==> config.mk <==
export PLATFORM = sky130hd
export DESIGN_NAME = pwm_pattern_sequencer_top
export DESIGN_NICKNAME = d
export VERILOG_FILES = /design/src/design/pps_pkg.sv /design/src/design/pps_seq.sv /design/src/design/pwm_pattern_sequencer_top.sv
export SDC_FILE = /design/constraint.sdc
export NUM_CORES = 1
export LEC_CHECK = 0
export BUFFER_PORTS_ARGS = -buffer_cell sky130_fd_sc_hd__buf_2
export CORE_MARGIN = 5
export CORE_UTILIZATION = 48
export CTS_CLUSTER_DIAMETER = 200
export DETAILED_ROUTE_END_ITERATION = 10
export HOLD_SLACK_MARGIN = 0.12
export PLACE_DENSITY = 0.63
export SLEW_MARGIN = 20
export SYNTH_ARGS = -nofsm -noshare
export SYNTH_HDL_FRONTEND = slang
export SYNTH_SLANG_ARGS = --single-unit
export TNS_END_PERCENT = 30
==> constraint.sdc <==
create_clock -name clk -period 14.45 [get_ports clk]
set_input_delay 1.445 -clock clk [delete_from_list [all_inputs] [get_ports clk]]
set_output_delay 1.445 -clock clk [all_outputs]
set_load 0.03 [all_outputs]
==> src/design/pps_pkg.sv <==
// Shared types and constants for the PWM pattern sequencer.
// No dependencies; imported by every module of the block.
`timescale 1ns / 1ps

package pps_pkg;

  typedef enum logic [2:0] {
    PH_RAMP_UP   = 3'd0,
    PH_HOLD1     = 3'd1,
    PH_HOLD2     = 3'd2,
    PH_HOLD3     = 3'd3,
    PH_DIP1      = 3'd4,
    PH_DIP2      = 3'd5,
    PH_RAMP_DOWN = 3'd6,
    PH_PAUSE     = 3'd7
  } phase_t;

  typedef enum logic [1:0] {
    REG_RAMP_STEP   = 2'd0,
    REG_HOLD_TICKS  = 2'd1,
    REG_PAUSE_TICKS = 2'd2,
    REG_FULL_SCALE  = 2'd3
  } reg_index_t;

  typedef struct packed {
    logic [6:0] ramp_step;
    logic [7:0] hold_ticks;
    logic [7:0] pause_ticks;
    logic [7:0] full_scale;
  } cfg_t;

  // What the sequencer emits for one active tick.
  typedef struct packed {
    logic [6:0] duty;
    phase_t     phase;
  } emit_t;

  localparam logic [6:0] DUTY_FULL = 7'd100;
  localparam logic [7:0] CMP_FULL  = 8'hFF;

  // x / 100 == (x * 5243) >> 19 exactly for x < 2^15
  localparam logic [12:0] RECIP_100   = 13'd5243;
  localparam int          RECIP_SHIFT = 19;

  localparam logic [6:0] RST_RAMP_STEP   = 7'd5;
  localparam logic [7:0] RST_HOLD_TICKS  = 8'd10;
  localparam logic [7:0] RST_PAUSE_TICKS = 8'd20;
  localparam logic [7:0] RST_FULL_SCALE  = 8'd255;

endpackage

==> src/design/pps_seq.sv <==
// Pattern phase sequencer: phase, duty level and tick counter.
// Depends on pps_pkg.
`timescale 1ns / 1ps

module pps_seq import pps_pkg::*; (
  input  logic  clk,
  input  logic  rst,
  input  logic  advance,
  input  cfg_t  cfg,
  output emit_t emit
);

  phase_t     phase, phase_next;
  logic [6:0] duty_level, duty_level_next;
  logic [7:0] phase_ticks, phase_ticks_next;

  logic [6:0] step;
  logic [7:0] ticks_inc;
  logic [7:0] ramp_sum;
  logic       hold_done, pause_done;

  assign step       = (cfg.ramp_step == 7'd0) ? 7'd1 : cfg.ramp_step;
  assign ticks_inc  = phase_ticks + 8'd1;
  assign ramp_sum   = {1'b0, duty_level} + {1'b0, step};
  // a limit of zero is met at once, same as one
  assign hold_done  = (ticks_inc >= cfg.hold_ticks);
  assign pause_done = (ticks_inc >= cfg.pause_ticks);

  always_comb begin
    phase_next       = phase;
    duty_level_next  = duty_level;
    phase_ticks_next = phase_ticks;
    unique case (phase)
      PH_RAMP_UP: begin
        if (duty_level >= DUTY_FULL) begin
          phase_next       = PH_HOLD1;
          phase_ticks_next = 8'd0;
        end else if (ramp_sum > {1'b0, DUTY_FULL}) begin
          duty_level_next = DUTY_FULL;
        end else begin
          duty_level_next = ramp_sum[6:0];
        end
      end
      PH_HOLD1, PH_HOLD2, PH_HOLD3, PH_DIP1, PH_DIP2: begin
        phase_ticks_next = ticks_inc;
        if (hold_done) begin
          phase_ticks_next = 8'd0;
          unique case (phase)
            PH_HOLD1: phase_next = PH_DIP1;
            PH_HOLD2: phase_next = PH_DIP2;
            PH_DIP1:  phase_next = PH_HOLD2;
            PH_DIP2:  phase_next = PH_HOLD3;
            default:  phase_next = PH_RAMP_DOWN;
          endcase
        end
      end
      PH_RAMP_DOWN: begin
        if (duty_level == 7'd0) begin
          phase_next       = PH_PAUSE;
          phase_ticks_next = 8'd0;
        end else if (duty_level > step) begin
          duty_level_next = duty_level - step;
        end else begin
          duty_level_next = 7'd0;
        end
      end
      default: begin
        phase_ticks_next = ticks_inc;
        if (pause_done) begin
          phase_ticks_next = 8'd0;
          phase_next       = PH_RAMP_UP;
          duty_level_next  = 7'd0;
        end
      end
    endcase
  end

  always_comb begin
    emit.phase = phase;
    unique case (phase)
      PH_RAMP_UP, PH_RAMP_DOWN:    emit.duty = duty_level;
      PH_HOLD1, PH_HOLD2, PH_HOLD3: emit.duty = DUTY_FULL;
      default:                     emit.duty = 7'd0;
    endcase
  end

  always_ff @(posedge clk) begin
    if (rst) begin
      phase       <= PH_RAMP_UP;
      duty_level  <= 7'd0;
      phase_ticks <= 8'd0;
    end else if (advance) begin
      phase       <= phase_next;
      duty_level  <= duty_level_next;
      phase_ticks <= phase_ticks_next;
    end
  end

endmodule

==> src/design/pwm_pattern_sequencer_top.sv <==
// PWM pattern sequencer top: config registers, two-stage result pipeline.
// Depends on pps_pkg and pps_seq.
// An accepted word is registered in stage 1, then in stage 2 as its result word.
// Throughput: one word per cycle unless out_stall holds; stage 1 holds the
// duty x full_scale product, stage 2 the divide-by-100 by reciprocal multiply.
// Reset: synchronous; config returns to defaults, pattern restarts at ramp up.
`timescale 1ns / 1ps

module pwm_pattern_sequencer_top import pps_pkg::*; (
  input  logic       clk,
  input  logic       rst,
  input  logic       wr_en,
  input  logic [1:0] wr_index,
  input  logic [7:0] wr_data,
  input  logic       in_valid,
  output logic       in_stall,
  input  logic       tick,
  output logic       out_valid,
  input  logic       out_stall,
  output logic [7:0] compare_value,
  output logic       output_enabled,
  output logic       led_off_request,
  output logic [6:0] duty_pct,
  output logic [2:0] phase_now
);

  cfg_t  cfg;
  emit_t emit;

  logic        adv_a, adv_b, take;
  logic        valid_a, fresh_a;
  emit_t       emit_a;
  logic [14:0] prod_a;
  logic [27:0] scaled;
  logic [7:0]  cmp_b;

  always_ff @(posedge clk) begin
    if (rst) begin
      cfg.ramp_step   <= RST_RAMP_STEP;
      cfg.hold_ticks  <= RST_HOLD_TICKS;
      cfg.pause_ticks <= RST_PAUSE_TICKS;
      cfg.full_scale  <= RST_FULL_SCALE;
    end else if (wr_en) begin
      unique case (reg_index_t'(wr_index))
        REG_RAMP_STEP:   cfg.ramp_step   <= wr_data[6:0];
        REG_HOLD_TICKS:  cfg.hold_ticks  <= wr_data;
        REG_PAUSE_TICKS: cfg.pause_ticks <= wr_data;
        REG_FULL_SCALE:  cfg.full_scale  <= wr_data;
      endcase
    end
  end

  assign adv_b    = !out_valid || !out_stall;
  assign adv_a    = !valid_a || adv_b;
  assign in_stall = !adv_a;
  assign take     = in_valid && adv_a;

  pps_seq u_seq (
    .clk     (clk),
    .rst     (rst),
    .advance (take && tick),
    .cfg     (cfg),
    .emit    (emit)
  );

  // stage 1
  always_ff @(posedge clk) begin
    if (rst) begin
      valid_a <= 1'b0;
    end else if (adv_a) begin
      valid_a <= in_valid;
    end
  end

  always_ff @(posedge clk) begin
    if (take) begin
      fresh_a <= tick;
      emit_a  <= emit;
      prod_a  <= {8'd0, emit.duty} * {7'd0, cfg.full_scale};
    end
  end

  // stage 2: divide by 100, with the zero and full-duty cases forced
  assign scaled = {13'd0, prod_a} * {15'd0, RECIP_100};

  always_comb begin
    if (emit_a.duty == 7'd0) begin
      cmp_b = 8'd0;
    end else if (emit_a.duty >= DUTY_FULL) begin
      cmp_b = CMP_FULL;
    end else begin
      cmp_b = scaled[RECIP_SHIFT +: 8];
    end
  end

  // an idle tick leaves the result registers holding the last emitted word
  always_ff @(posedge clk) begin
    if (rst) begin
      out_valid       <= 1'b0;
      compare_value   <= 8'd0;
      output_enabled  <= 1'b0;
      led_off_request <= 1'b1;
      duty_pct        <= 7'd0;
      phase_now       <= 3'd0;
    end else if (adv_b) begin
      out_valid <= valid_a;
      if (valid_a && fresh_a) begin
        compare_value   <= cmp_b;
        output_enabled  <= (emit_a.duty != 7'd0);
        led_off_request <= (emit_a.duty == 7'd0);
        duty_pct        <= emit_a.duty;
        phase_now       <= emit_a.phase;
      end
    end
  end

endmodule

# Yosys cells after proc, flatten, opt, wreduce, memory -nomap -nowiden
# Cells that the tools add are included.
[totals]
ramBits = 0
elab_cells = 93
memories = 0
in_bits = 16
mem_bits_ro = 0
output_inout_bits = 22
ff_bits = 97
latchBits = 0
[op_classes]
mux = 21
eq_ne = 14
order_cmp = 6
reduce_logical = 28
shifts = 0
mul = 2
n_bitwise = 1
n_addsub = 3
div_mod_pow = 0
[op_table]
columns = ["cell", "count"]
rows = [
  ["8-bit 2-to-1 mux", 6],
  ["7-bit 2-to-1 mux", 6],
  ["15-bit by 13-bit multiplier with 27-bit output (second input constant)", 1],
  ["8-bit case mux with 3 select lines", 1],
  ["7-bit zero test", 3],
  ["7-bit case mux with 3 select lines", 1],
  ["8-bit >= comparator", 2],
  ["7-bit by 8-bit multiplier with 15-bit output", 1],
  ["7-bit >= comparator (second input constant)", 2],
  ["7-bit case mux with 2 select lines", 1],
  ["3-bit 2-to-1 mux", 4],
  ["3-bit case mux with 4 select lines", 1],
  ["2-bit AND reduction", 5],
  ["5-bit AND reduction", 2],
  ["3-bit == test (second input constant)", 3],
  ["3-bit case mux with 3 select lines", 1],
  ["7-bit by 7-bit adder with 8-bit output", 1],
  ["8-bit by 1-bit adder with 8-bit output (second input constant)", 1],
  ["8-bit by 7-bit > comparator with 1-bit output (second input constant)", 1],
  ["7-bit > comparator", 1],
  ["7-bit nonzero test", 1],
  ["7-bit subtractor", 1],
  ["3-bit by 2-bit == test with 1-bit output (second input constant)", 2],
  ["2-bit by 1-bit != test with 1-bit output (second input constant)", 3],
  ["other kinds (16)", 24],
]

# Longest topological paths before layout
# Gate-level depths: netlist of the first run.
[logic_depth]
ltp_word = 7
mapped_depth = 21
mapped_depth_nobuf = 20

# Modules after synthesis
# From an unflattened synthesis of the first run, not the netlist that was laid out.
[unflattened]
cells_unflattened = 1122
area_unflattened_um2 = 10287.4
[by_module_without_submodules]
columns = ["mod", "instances", "cells_each", "seq_area_each_um2", "area_per_inst_um2"]
rows = [
  ["pwm_pattern_sequencer_top", 1, 819, 1841.8, 7926.4],
  ["pps_seq", 1, 303, 360.3, 2361.0],
]

# Worst setup path after synthesis of the first run
# OpenSTA, ideal clock, no wires.
[synth_timing]
kind = "register to register"
start = "register u_seq.phase[0]"
end = "register prod_a[14], data pin"
synth_period_minus_slack_ns = 5.013
setup_time_ns = 0.266
setup_slack_ns = 9.437
stages_incl_launch_ff = 18
required_ns = 14.184
n_path_buf = 1
arrival_ns = 4.747
cell_sequence = "dfxtp_1 clkbuf_1 nor2_1 o22ai_1 nand2_1 fa_1 fa_1 inv_1 fa_1 inv_1 fa_1 inv_1 ha_1 nor2b_1 o41ai_1 a21oi_1 o41ai_1 xnor2_1"
[synth_lines]
columns = ["element", "line", "rtl"]
rows = [
  ["start, declared", "pps_seq.sv:13", "phase_t phase, phase_next;"],
  ["start signal, assigned", "pps_seq.sv:93", "phase <= phase_next;"],
  ["end signal, assigned", "pwm_pattern_sequencer_top.sv:79", "prod_a <= {8'd0, emit.duty} * {7'd0, cfg.full_scale};"],
  ["end, declared", "pwm_pattern_sequencer_top.sv:33", "logic [14:0] prod_a;"],
]

==> flow_metrics.env, run 1 <==
export IMPL_setup_worst_path_start_class="flip-flop"
export IMPL_setup_worst_path_class="flip-flop to flip-flop"
export IMPL_yosys_register_bits=97
export IMPL_synth_cell_type_count=65
export IMPL_placement_rows=53
export IMPL_detail_route_drc_violations=0
export IMPL_worst_endpoint_required_ps=14540
export IMPL_num_antenna_cells=0
export IMPL_vias=7724
export IMPL_commonest_cells_after_routing_fill_and_taps_aside="196 x sky130_fd_sc_hd__inv_1, 163 x sky130_fd_sc_hd__ha_1, 103 x sky130_fd_sc_hd__nand2_1"
export IMPL_postSynthNetCount=1425
export IMPL_detail_route_wl_per_cell_um=15.8
export IMPL_yosys_area_share_simple=0.145
export IMPL_detail_route_antenna_nets=0
export IMPL_worst_slack_ps=8370
export IMPL_final_common_cell="sky130_fd_sc_hd__inv_1"
export IMPL_mappedNetlistArea_um2=10400
export IMPL_postSynth_asyncResetShare=0
export IMPL_slew_headroom=0.309
export IMPL_nature_of_the_critical_path_endpoint="flip-flop"
export IMPL_cts_path_max_buffers=2
export IMPL_detailed_place_hpwl_um=18700
export IMPL_post_route_min_period_ps=6080
export IMPL_timing_hold_ws_ps=434
export IMPL_fraction_of_synthesized_area_in_multiplexers=0.0118
export IMPL_clockRootBuffer="sky130_fd_sc_hd__clkbuf_16"
export IMPL_status="completed"
export IMPL_synth_compound_area_share=0.133
export IMPL_drive_gt1_frac=0.0565
export IMPL_syn_mean_instance_area_um2=9.04
export IMPL_hold_fix_buffer_count_after_cts=0
export IMPL_worst_pin_slew_ps=1030
export IMPL_final_min_period_over_clock_period=0.421
export IMPL_post_synthesis_cells=1147
export IMPL_totalWireLength_um=22800
export IMPL_dominant_combinational_cell_family_by_area_after_synthesis="adder cells"
export IMPL_design_area_um2=11100
export IMPL_first_pass_grt_wire_length_um=38700
export IMPL_clk_latency_ps=350
export IMPL_final_hold_viol_count=0
export IMPL_grtUsageTotal=0.194
export IMPL_initial_drc_count=414
export IMPL_worst_clk_skew_ps=10.8
export IMPL_placed_cell_area_um2=10800
export IMPL_antenna_found_initial=0
export IMPL_layout_filler_cells=2006
export IMPL_total_cts_buffers=9
export IMPL_place_congestion=0.841
export IMPL_critPathArrivalTime_ps=6170
export IMPL_via_per_inst=5.35
export IMPL_worst_setup_hold_path_clk_slew_ps=80
export IMPL_timing_hold_worst_class="flip-flop to flip-flop"
export IMPL_rsz_0062_raised_after_global_routing="no"
export IMPL_cts_repair_resize_count=0
export IMPL_dpl_ws_ps=8450
export IMPL_max_freq_mhz=164
export IMPL_initial_core_utilization=0.490
export IMPL_area_added_between_synthesis_and_finish_pct=6.68
export IMPL_seq_area_um2=2200
export IMPL_die_h_um=157
export IMPL_synth_fa_ha_area_frac=0.388
export IMPL_ys_warnings_count=0
export IMPL_drt_pass1_iter_count=5
export IMPL_multiInputGateArea_um2=7270
export IMPL_grt_pass1_vias=7799
export IMPL_globalRoute_totalOverflow=0
export IMPL_path_max_fanout=22
export IMPL_setup_viol_count_final=0
export IMPL_fin_nets=1441
export IMPL_synth_sequential_area_ratio=0.212
export IMPL_tns_ps=0
export IMPL_buffers_on_ports=37
export IMPL_maxCapViolations=0
export IMPL_final_max_slew_viol_count=0
export IMPL_cts_post_setup_buffers_inserted=0
export IMPL_clock_sink_count=97
export IMPL_die_area_um2=24600
export IMPL_design_core_area_um2=21200
export IMPL_synth_enable_flop_cells=26
export IMPL_synth_xor_xnor_area_share=0.0245
export IMPL_synth_top_flop_cell="sky130_fd_sc_hd__dfxtp_1"
export IMPL_die_w_um=157
export IMPL_pin_count_of_the_biggest_net_entering_global_routing=71
export IMPL_cts_tree="done"
export IMPL_boundary_pin_count=38
export IMPL_htreeDepth=3
## final timing paths
| path | start | end | slack [ps] | depth (start not counted) |
|---|---|---|---|---|
| setup reg to reg | u_seq.phase[2] | prod_a[14] | 8370 | 17 |
| setup / recovery | u_seq.phase[2] | prod_a[14] | 8370 | 17 |
| hold reg to reg | compare_value[1] | compare_value[1] | 430 | 2 |
| hold / removal | compare_value[1] | compare_value[1] | 430 | 2 |
## flip-flops by register name (all words and copies together), names as in the netlist, 3 cells and up
name / count
u_seq.phase: 3
phase_now: 3
cfg: 31
emit_a: 10
compare_value: 8
prod_a: 15
u_seq.phase_ticks: 8
duty_pct: 7
u_seq.duty_level: 7
## worst max-delay path, stage by stage (launching register included)
cell,delay (ps)
sky130_fd_sc_hd__dfxtp_1,740
sky130_fd_sc_hd__xor2_1,170
sky130_fd_sc_hd__nor2_1,760
sky130_fd_sc_hd__and2_1,320
sky130_fd_sc_hd__nand2_1,100
sky130_fd_sc_hd__fa_1,490
sky130_fd_sc_hd__fa_1,550
sky130_fd_sc_hd__inv_1,50
sky130_fd_sc_hd__fa_1,520
sky130_fd_sc_hd__inv_1,50
sky130_fd_sc_hd__fa_1,540
sky130_fd_sc_hd__inv_1,40
sky130_fd_sc_hd__ha_1,330
sky130_fd_sc_hd__nor2b_1,170
sky130_fd_sc_hd__o41ai_1,380
sky130_fd_sc_hd__a21oi_1,170
sky130_fd_sc_hd__o41ai_1,340
sky130_fd_sc_hd__xnor2_1,110
## routing by layer
layer	part of all wire	up-vias	wire length, um	GRT usage
li1	-	3882	-	-
met1	0.49	3735	11300	0.274
met2	0.47	87	10700	0.322
met3	0.024	20	539	0.0264
met4	0.013	0	296	0.0393
met5	0	-	0	0
## cell type report
class | instances | area share
inverters | 196 | 0.0665
clock buffers | 9 | 0.0204
multi-input cells | 818 | 0.658
clock inverters | 7 | 0.00555
well taps | 275 | 0.0311
flip-flops and latches | 97 | 0.199
repair buffers | 41 | 0.0195
## per-stage QoR
step	util	cells
CTS	0.523	1443
floorplan	-	1147
detailed placement	0.509	1427
global route	0.523	1443
finish	0.523	1443
global placement	0.509	1427
## cell families after synthesis
| kind of cell | Yosys count |
|---|---|
| and+or+nand+nor | 302 |
| adders and majority gates | 262 |
| buffers and inverters | 232 |
| AOI/OAI and AO/OA | 213 |
| DFF | 97 |
| xor gates and xnor gates | 29 |
| muxes | 12 |
## cells in the mapped netlist, drive strengths merged (9+ instances only)
cell	number	area (um2)
fa	99	1980
nand3b	13	97.6
a21oi	80	404
nor2b	9	56.3
clkbuf	26	97.6
and3	28	175
xnor2	15	131
nor3	11	55.1
o21ai	37	185
buf	10	56.3
and2	27	169
inv	196	736
a21o	13	97.6
dfxtp	71	1420
ha	163	2040
nand2	103	387
nand2b	14	95.1
nor2	59	221
o21a	9	67.6
xor2	14	123
a211oi	9	67.6
edfxtp	26	781
nand3	14	70.1
mux2i	10	100
Power of run 1 is left out: the tool's default activity adds up to more than one toggle a clock period on the data nets, which glitch-free logic cannot reach.
==> run 2: changes to the inputs <==
==> constraint.sdc (replaced) <==
create_clock -name clk -period 6.1 [get_ports clk]
set_input_delay 0.61 -clock clk [delete_from_list [all_inputs] [get_ports clk]]
set_output_delay 0.61 -clock clk [all_outputs]
set_load 0.03 [all_outputs]
==> flow_metrics.env, run 2 (synthesis results as in run 1) <==
export IMPL_status="completed"
export IMPL_placement_rows=53
export IMPL_via_per_inst=5.38
export IMPL_cts_tree="done"
export IMPL_worst_r2r_startpoint="u_seq.phase[2]"
export IMPL_globalRoute_totalOverflow=0
export IMPL_num_antenna_cells=0
export IMPL_detail_route_wl_per_cell_um=16.2
export IMPL_place_inst=1432
export IMPL_crit_path_cell_trace="xor2_1 -> nor2_1 -> buf_4 -> and2_1 -> nand2_1 -> fa_1 -> fa_1 -> inv_1 -> fa_1 -> inv_1 -> fa_1 -> inv_1 -> ha_1 -> a2111oi_0 -> o21ai_0 -> o311ai_0"
export IMPL_final_hold_viol_count=0
export IMPL_htreeDepth=3
export IMPL_design_core_area_um2=21200
export IMPL_max_freq_mhz=178
export IMPL_worst_clk_skew_ps=10.5
export IMPL_pin_count_of_the_biggest_net_entering_global_routing=71
export IMPL_largest_reg_flops=31
export IMPL_buffers_on_ports=37
export IMPL_hp_start="compare_value[1]"
export IMPL_drt_pass1_iter_count=5
export IMPL_vias=7785
export IMPL_fin_nets=1446
export IMPL_clockRootBuffer="sky130_fd_sc_hd__clkbuf_16"
export IMPL_reg_top3="cfg x31, prod_a x15, emit_a x10"
export IMPL_detailed_place_hpwl_um=19200
export IMPL_final_max_slew_viol_count=0
export IMPL_die_area_um2=24600
export IMPL_total_cts_buffers=9
export IMPL_crit_buf_inv=4
export IMPL_grtUsageTotal=0.200
export IMPL_die_w_um=157
export IMPL_final_min_period_over_clock_period=0.922
export IMPL_post_layout_nonfiller_instances=1448
export IMPL_cts_path_max_buffers=2
export IMPL_path_common_cell="sky130_fd_sc_hd__fa_1"
export IMPL_place_congestion=0.936
export IMPL_worst_setup_hold_path_clk_slew_ps=80
export IMPL_worst_pin_slew_ps=710
export IMPL_cts_repair_resize_count=0
export IMPL_rsz_0062_raised_after_global_routing="no"
export IMPL_setup_viol_count_final=0
export IMPL_timing_critical_path_max_delay_family="adder cells"
export IMPL_area_added_between_synthesis_and_finish_pct=7.16
export IMPL_initial_drc_count=505
export IMPL_totalWireLength_um=23500
export IMPL_setup_worst_path_start_class="flip-flop"
export IMPL_largest_register="cfg"
export IMPL_slew_headroom=0.527
export IMPL_clock_sink_count=97
export IMPL_die_h_um=157
export IMPL_setup_worst_path_class="flip-flop to flip-flop"
export IMPL_worst_endpoint_required_ps=6230
export IMPL_commonest_cells_after_routing_fill_and_taps_aside="196 x sky130_fd_sc_hd__inv_1, 163 x sky130_fd_sc_hd__ha_1, 103 x sky130_fd_sc_hd__nand2_1"
export IMPL_tns_ps=0
export IMPL_layout_filler_cells=1993
export IMPL_worstReg2RegEnd="prod_a[13]"
export IMPL_first_pass_grt_wire_length_um=39700
export IMPL_antenna_found_initial=0
export IMPL_initial_core_utilization=0.490
export IMPL_critPathArrivalTime_ps=5750
export IMPL_max_stage_delay_ps=760
export IMPL_critical_path_slowest_cell="sky130_fd_sc_hd__dfxtp_1"
export IMPL_clk_latency_ps=360
export IMPL_post_route_min_period_ps=5620
export IMPL_maxCapViolations=0
export IMPL_detail_route_antenna_nets=0
export IMPL_final_common_cell="sky130_fd_sc_hd__inv_1"
export IMPL_hold_path_end="compare_value[1]"
export IMPL_path_max_fanout=22
export IMPL_nature_of_the_critical_path_endpoint="flip-flop"
export IMPL_worstHoldPathCells=2
export IMPL_r2r_cells=16
export IMPL_grt_pass1_vias=7893
export IMPL_timing_hold_worst_class="flip-flop to flip-flop"
export IMPL_hold_fix_buffer_count_after_cts=0
export IMPL_drive_gt1_frac=0.0622
export IMPL_timing_reg2reg_setup_slack_ps=480
export IMPL_detail_route_drc_violations=0
export IMPL_boundary_pin_count=38
export IMPL_cts_post_setup_buffers_inserted=0
[run 2: worst max-delay path by stage]
stage / from / depth (start not counted) / slack, ps / endpoint
6_report: u_seq.phase[2] / 16 / 480 / prod_a[13]
5_1_grt: u_seq.phase[2] / 16 / 50 / prod_a[13]
4_1_cts: u_seq.phase[1] / 16 / 420 / prod_a[13]
3_5_place_dp: u_seq.phase[1] / 16 / 460 / prod_a[13]
3_3_place_gp: u_seq.phase[1] / 18 / 660 / prod_a[14]
2_1_floorplan: u_seq.phase[0] / 17 / 1090 / prod_a[14]
[run 2: routing by layer]
layer | vias up | wire, um | GRT usage
li1 | 3901 | - | -
met1 | 3720 | 11700 | 0.289
met2 | 141 | 10700 | 0.324
met3 | 23 | 730 | 0.0272
met4 | 0 | 351 | 0.0446
met5 | - | 0 | 0
[run 2: per-stage QoR]
stage / hold WS (ps) / utilization / worst slack, ps / area (um2)
2_1_floorplan: 403 / - / 1090 / 10400
3_3_place_gp: 424 / 0.511 / 659 / 10800
3_5_place_dp: 433 / 0.511 / 459 / 10800
4_1_cts: 447 / 0.525 / 424 / 11100
5_1_grt: 464 / 0.525 / 51.1 / 11100
6_report: 438 / 0.525 / 477 / 11100
[run 2: cell type report]
| type | count | area [um2] | share of cell area |
|---|---|---|---|
| multi-input combinational | 818 | 7280 | 0.655 |
| inverter | 196 | 736 | 0.0662 |
| clock buffer | 9 | 225 | 0.0203 |
| clock inverter | 7 | 67.6 | 0.00608 |
| timing repair buffer | 46 | 253 | 0.0228 |
| tap | 275 | 344 | 0.0310 |
| sequential | 97 | 2200 | 0.198 |
[run 2: worst min-delay path: cells and delay by family (launching register included)]
kind	cells	cell delay, ps
simple gates	2	90
flops	1	310
Power of run 2 is left out for the same reason.
==> run 3: changes to the inputs <==
--- a/config.mk
+++ b/config.mk
@@ -5,6 +5,7 @@
 export SDC_FILE = /design/constraint.sdc
 export NUM_CORES = 1
 export LEC_CHECK = 0
+export ABC_AREA = 1
 export BUFFER_PORTS_ARGS = -buffer_cell sky130_fd_sc_hd__buf_2
 export CORE_MARGIN = 5
 export CORE_UTILIZATION = 48
==> flow_metrics.env, run 3 <==
export IMPL_pin_count_of_the_biggest_net_entering_global_routing=39
export IMPL_fin_nets=1607
export IMPL_rsz_0062_raised_after_global_routing="no"
export IMPL_postSynthNetCount=1579
export IMPL_detailed_place_hpwl_um=20200
export IMPL_setup_viol_count_final=0
export IMPL_worst_pin_slew_ps=977
export IMPL_final_min_period_over_clock_period=0.855
export IMPL_final_max_slew_viol_count=0
export IMPL_max_freq_mhz=192
export IMPL_total_cts_buffers=9
export IMPL_antenna_found_initial=0
export IMPL_vias=8293
export IMPL_num_antenna_cells=0
export IMPL_initial_core_utilization=0.484
export IMPL_layout_filler_cells=2131
export IMPL_worst_slack_ps=883
export IMPL_largest_reg_flops=31
export IMPL_design_area_um2=11200
export IMPL_mappedNetlistArea_um2=10500
export IMPL_globalRoute_totalOverflow=0
export IMPL_clock_sink_count=97
export IMPL_largest_register="cfg"
export IMPL_detail_route_wl_per_cell_um=14.7
export IMPL_grtUsageTotal=0.203
export IMPL_final_hold_viol_count=0
export IMPL_synth_cell_type_count=41
export IMPL_drive_gt1_frac=0.0585
export IMPL_timing_hold_worst_class="flip-flop to flip-flop"
export IMPL_die_area_um2=24800
export IMPL_yosys_register_bits=97
export IMPL_ys_warnings_count=0
export IMPL_worst_r2r_startpoint="u_seq.phase[2]"
export IMPL_synth_enable_flop_cells=26
export IMPL_final_common_cell="sky130_fd_sc_hd__inv_1"
export IMPL_clockRootBuffer="sky130_fd_sc_hd__clkbuf_16"
export IMPL_grt_pass1_vias=8284
export IMPL_hp_start="compare_value[7]"
export IMPL_seq_area_um2=2200
export IMPL_detail_route_antenna_nets=0
export IMPL_area_added_between_synthesis_and_finish_pct=7.42
export IMPL_multiInputGateArea_um2=7100
export IMPL_synth_top_flop_cell="sky130_fd_sc_hd__dfxtp_1"
export IMPL_synth_top_cells_by_area="sky130_fd_sc_hd__ha_1 20%, sky130_fd_sc_hd__fa_1 19%, sky130_fd_sc_hd__dfxtp_1 14%, sky130_fd_sc_hd__inv_1 9.8%, sky130_fd_sc_hd__edfxtp_1 7.5%"
export IMPL_cts_repair_resize_count=0
export IMPL_synth_sequential_area_ratio=0.211
export IMPL_worst_clk_skew_ps=8.55
export IMPL_nature_of_the_critical_path_endpoint="flip-flop"
export IMPL_worst_setup_hold_path_clk_slew_ps=70
export IMPL_hold_path_end="compare_value[7]"
export IMPL_via_per_inst=5.14
export IMPL_worstReg2RegEnd="prod_a[13]"
export IMPL_detail_route_drc_violations=0
export IMPL_post_synthesis_cells=1301
export IMPL_synth_top_area_frac=0.195
export IMPL_buffers_on_ports=37
export IMPL_worstHoldPathCells=2
export IMPL_setup_worst_path_start_class="flip-flop"
export IMPL_htreeDepth=3
export IMPL_fin_util=0.519
export IMPL_path_max_fanout=8
export IMPL_placed_cell_area_um2=10900
export IMPL_critPathArrivalTime_ps=5300
export IMPL_r2r_cells=19
export IMPL_die_w_um=158
export IMPL_most_frequent_cells_after_synthesis="274 x sky130_fd_sc_hd__inv_1, 192 x sky130_fd_sc_hd__nand2_1, 163 x sky130_fd_sc_hd__ha_1"
export IMPL_syn_mean_instance_area_um2=8.04
export IMPL_cts_tree="done"
export IMPL_drt_pass1_iter_count=5
export IMPL_status="completed"
export IMPL_cts_post_setup_buffers_inserted=0
export IMPL_clk_latency_ps=350
export IMPL_totalWireLength_um=23800
export IMPL_reg_top3="cfg x31, prod_a x15, emit_a x10"
export IMPL_postSynth_asyncResetShare=0
export IMPL_dpl_ws_ps=930
export IMPL_worst_endpoint_required_ps=6190
export IMPL_initial_drc_count=463
export IMPL_placement_rows=54
export IMPL_yosysMostFrequentCell="sky130_fd_sc_hd__inv_1"
export IMPL_tns_ps=0
export IMPL_design_core_area_um2=21600
export IMPL_hold_fix_buffer_count_after_cts=0
export IMPL_setup_worst_path_class="flip-flop to flip-flop"
export IMPL_synth_top_area_cell="sky130_fd_sc_hd__ha_1"
export IMPL_first_pass_grt_wire_length_um=40600
export IMPL_post_route_min_period_ps=5220
export IMPL_maxCapViolations=0
export IMPL_commonest_cells_after_routing_fill_and_taps_aside="274 x sky130_fd_sc_hd__inv_1, 192 x sky130_fd_sc_hd__nand2_1, 163 x sky130_fd_sc_hd__ha_1"
export IMPL_die_h_um=158
export IMPL_cts_path_max_buffers=2
export IMPL_timing_reg2reg_setup_slack_ps=880
export IMPL_slew_headroom=0.348
export IMPL_boundary_pin_count=38
export IMPL_place_congestion=0.920
## run 3: changes by cell type after synthesis, sizes merged, moves of 14 or more
| cell | before | now |
|---|---|---|
| o21ai | 37 | 64 |
| a21oi | 80 | 98 |
| nand2 | 103 | 199 |
| nand4 | 4 | 22 |
| nand2b | 14 | 0 |
| nand3 | 14 | 62 |
| inv | 196 | 279 |
| and3 | 28 | 0 |
| nor2 | 59 | 125 |
| and2 | 27 | 3 |
## run 3: cell families (layout without fill, tap and decap cells)
group	count (synthesis)	count (layout)	synth area share
XOR/XNOR	23	23	0.0193
adder cells (fa/ha/maj)	262	262	0.385
AND/OR/NAND/NOR	430	430	0.178
buffers and inverters	301	334	0.110
AO/OA/AOI/OAI	188	188	0.0972
flip-flops	97	97	0.211
## run 3: how the worst max path moves through the flow
stage / from / to / slack, ps / depth (start not counted)
final: u_seq.phase[2] / prod_a[13] / 880 / 19
after global routing: u_seq.phase[2] / prod_a[13] / 490 / 19
after CTS: u_seq.phase[2] / prod_a[13] / 910 / 19
after detailed placement: u_seq.phase[2] / prod_a[13] / 930 / 19
after global placement: u_seq.phase[2] / prod_a[13] / 1070 / 19
after floorplan: u_seq.phase[1] / prod_a[12] / 1420 / 21
## run 3: routing by layer
layer,share of wire,global-route usage,up-vias
met5,0,0,-
li1,-,-,4194
met3,0.038,0.0230,24
met1,0.49,0.295,3946
met2,0.46,0.326,129
met4,0.015,0.0488,0
## run 3: metrics by stage
step,instances,hold slack [ps]
after CTS,1614,466
after floorplan,1301,430
final,1614,466
after global placement,1598,453
after detailed placement,1598,456
after global routing,1614,472
## run 3: cell type report
type | count | share of cell area
Multi-Input combinational cell | 903 | 0.632
Sequential cell | 97 | 0.196
Inverter | 280 | 0.0949
Tap cell | 280 | 0.0312
Clock buffer | 13 | 0.0261
Timing Repair Buffer | 38 | 0.0172
Clock inverter | 3 | 0.00234
## run 3: critical path, stage by stage (launching register included)
cell and delay (ps):
sky130_fd_sc_hd__dfxtp_1 410, sky130_fd_sc_hd__inv_1 140, sky130_fd_sc_hd__o21ai_0 130, sky130_fd_sc_hd__inv_1 130, sky130_fd_sc_hd__a21oi_1 560, sky130_fd_sc_hd__nor2_1 130
sky130_fd_sc_hd__fa_1 530, sky130_fd_sc_hd__inv_1 50, sky130_fd_sc_hd__fa_1 470, sky130_fd_sc_hd__inv_1 60, sky130_fd_sc_hd__fa_1 530, sky130_fd_sc_hd__inv_1 50
sky130_fd_sc_hd__fa_1 520, sky130_fd_sc_hd__inv_1 40, sky130_fd_sc_hd__ha_1 370, sky130_fd_sc_hd__a21oi_1 100, sky130_fd_sc_hd__o211ai_1 290, sky130_fd_sc_hd__nand3_1 140
sky130_fd_sc_hd__o21ai_0 210, sky130_fd_sc_hd__xor2_1 110
Power of run 3 is left out for the same reason.
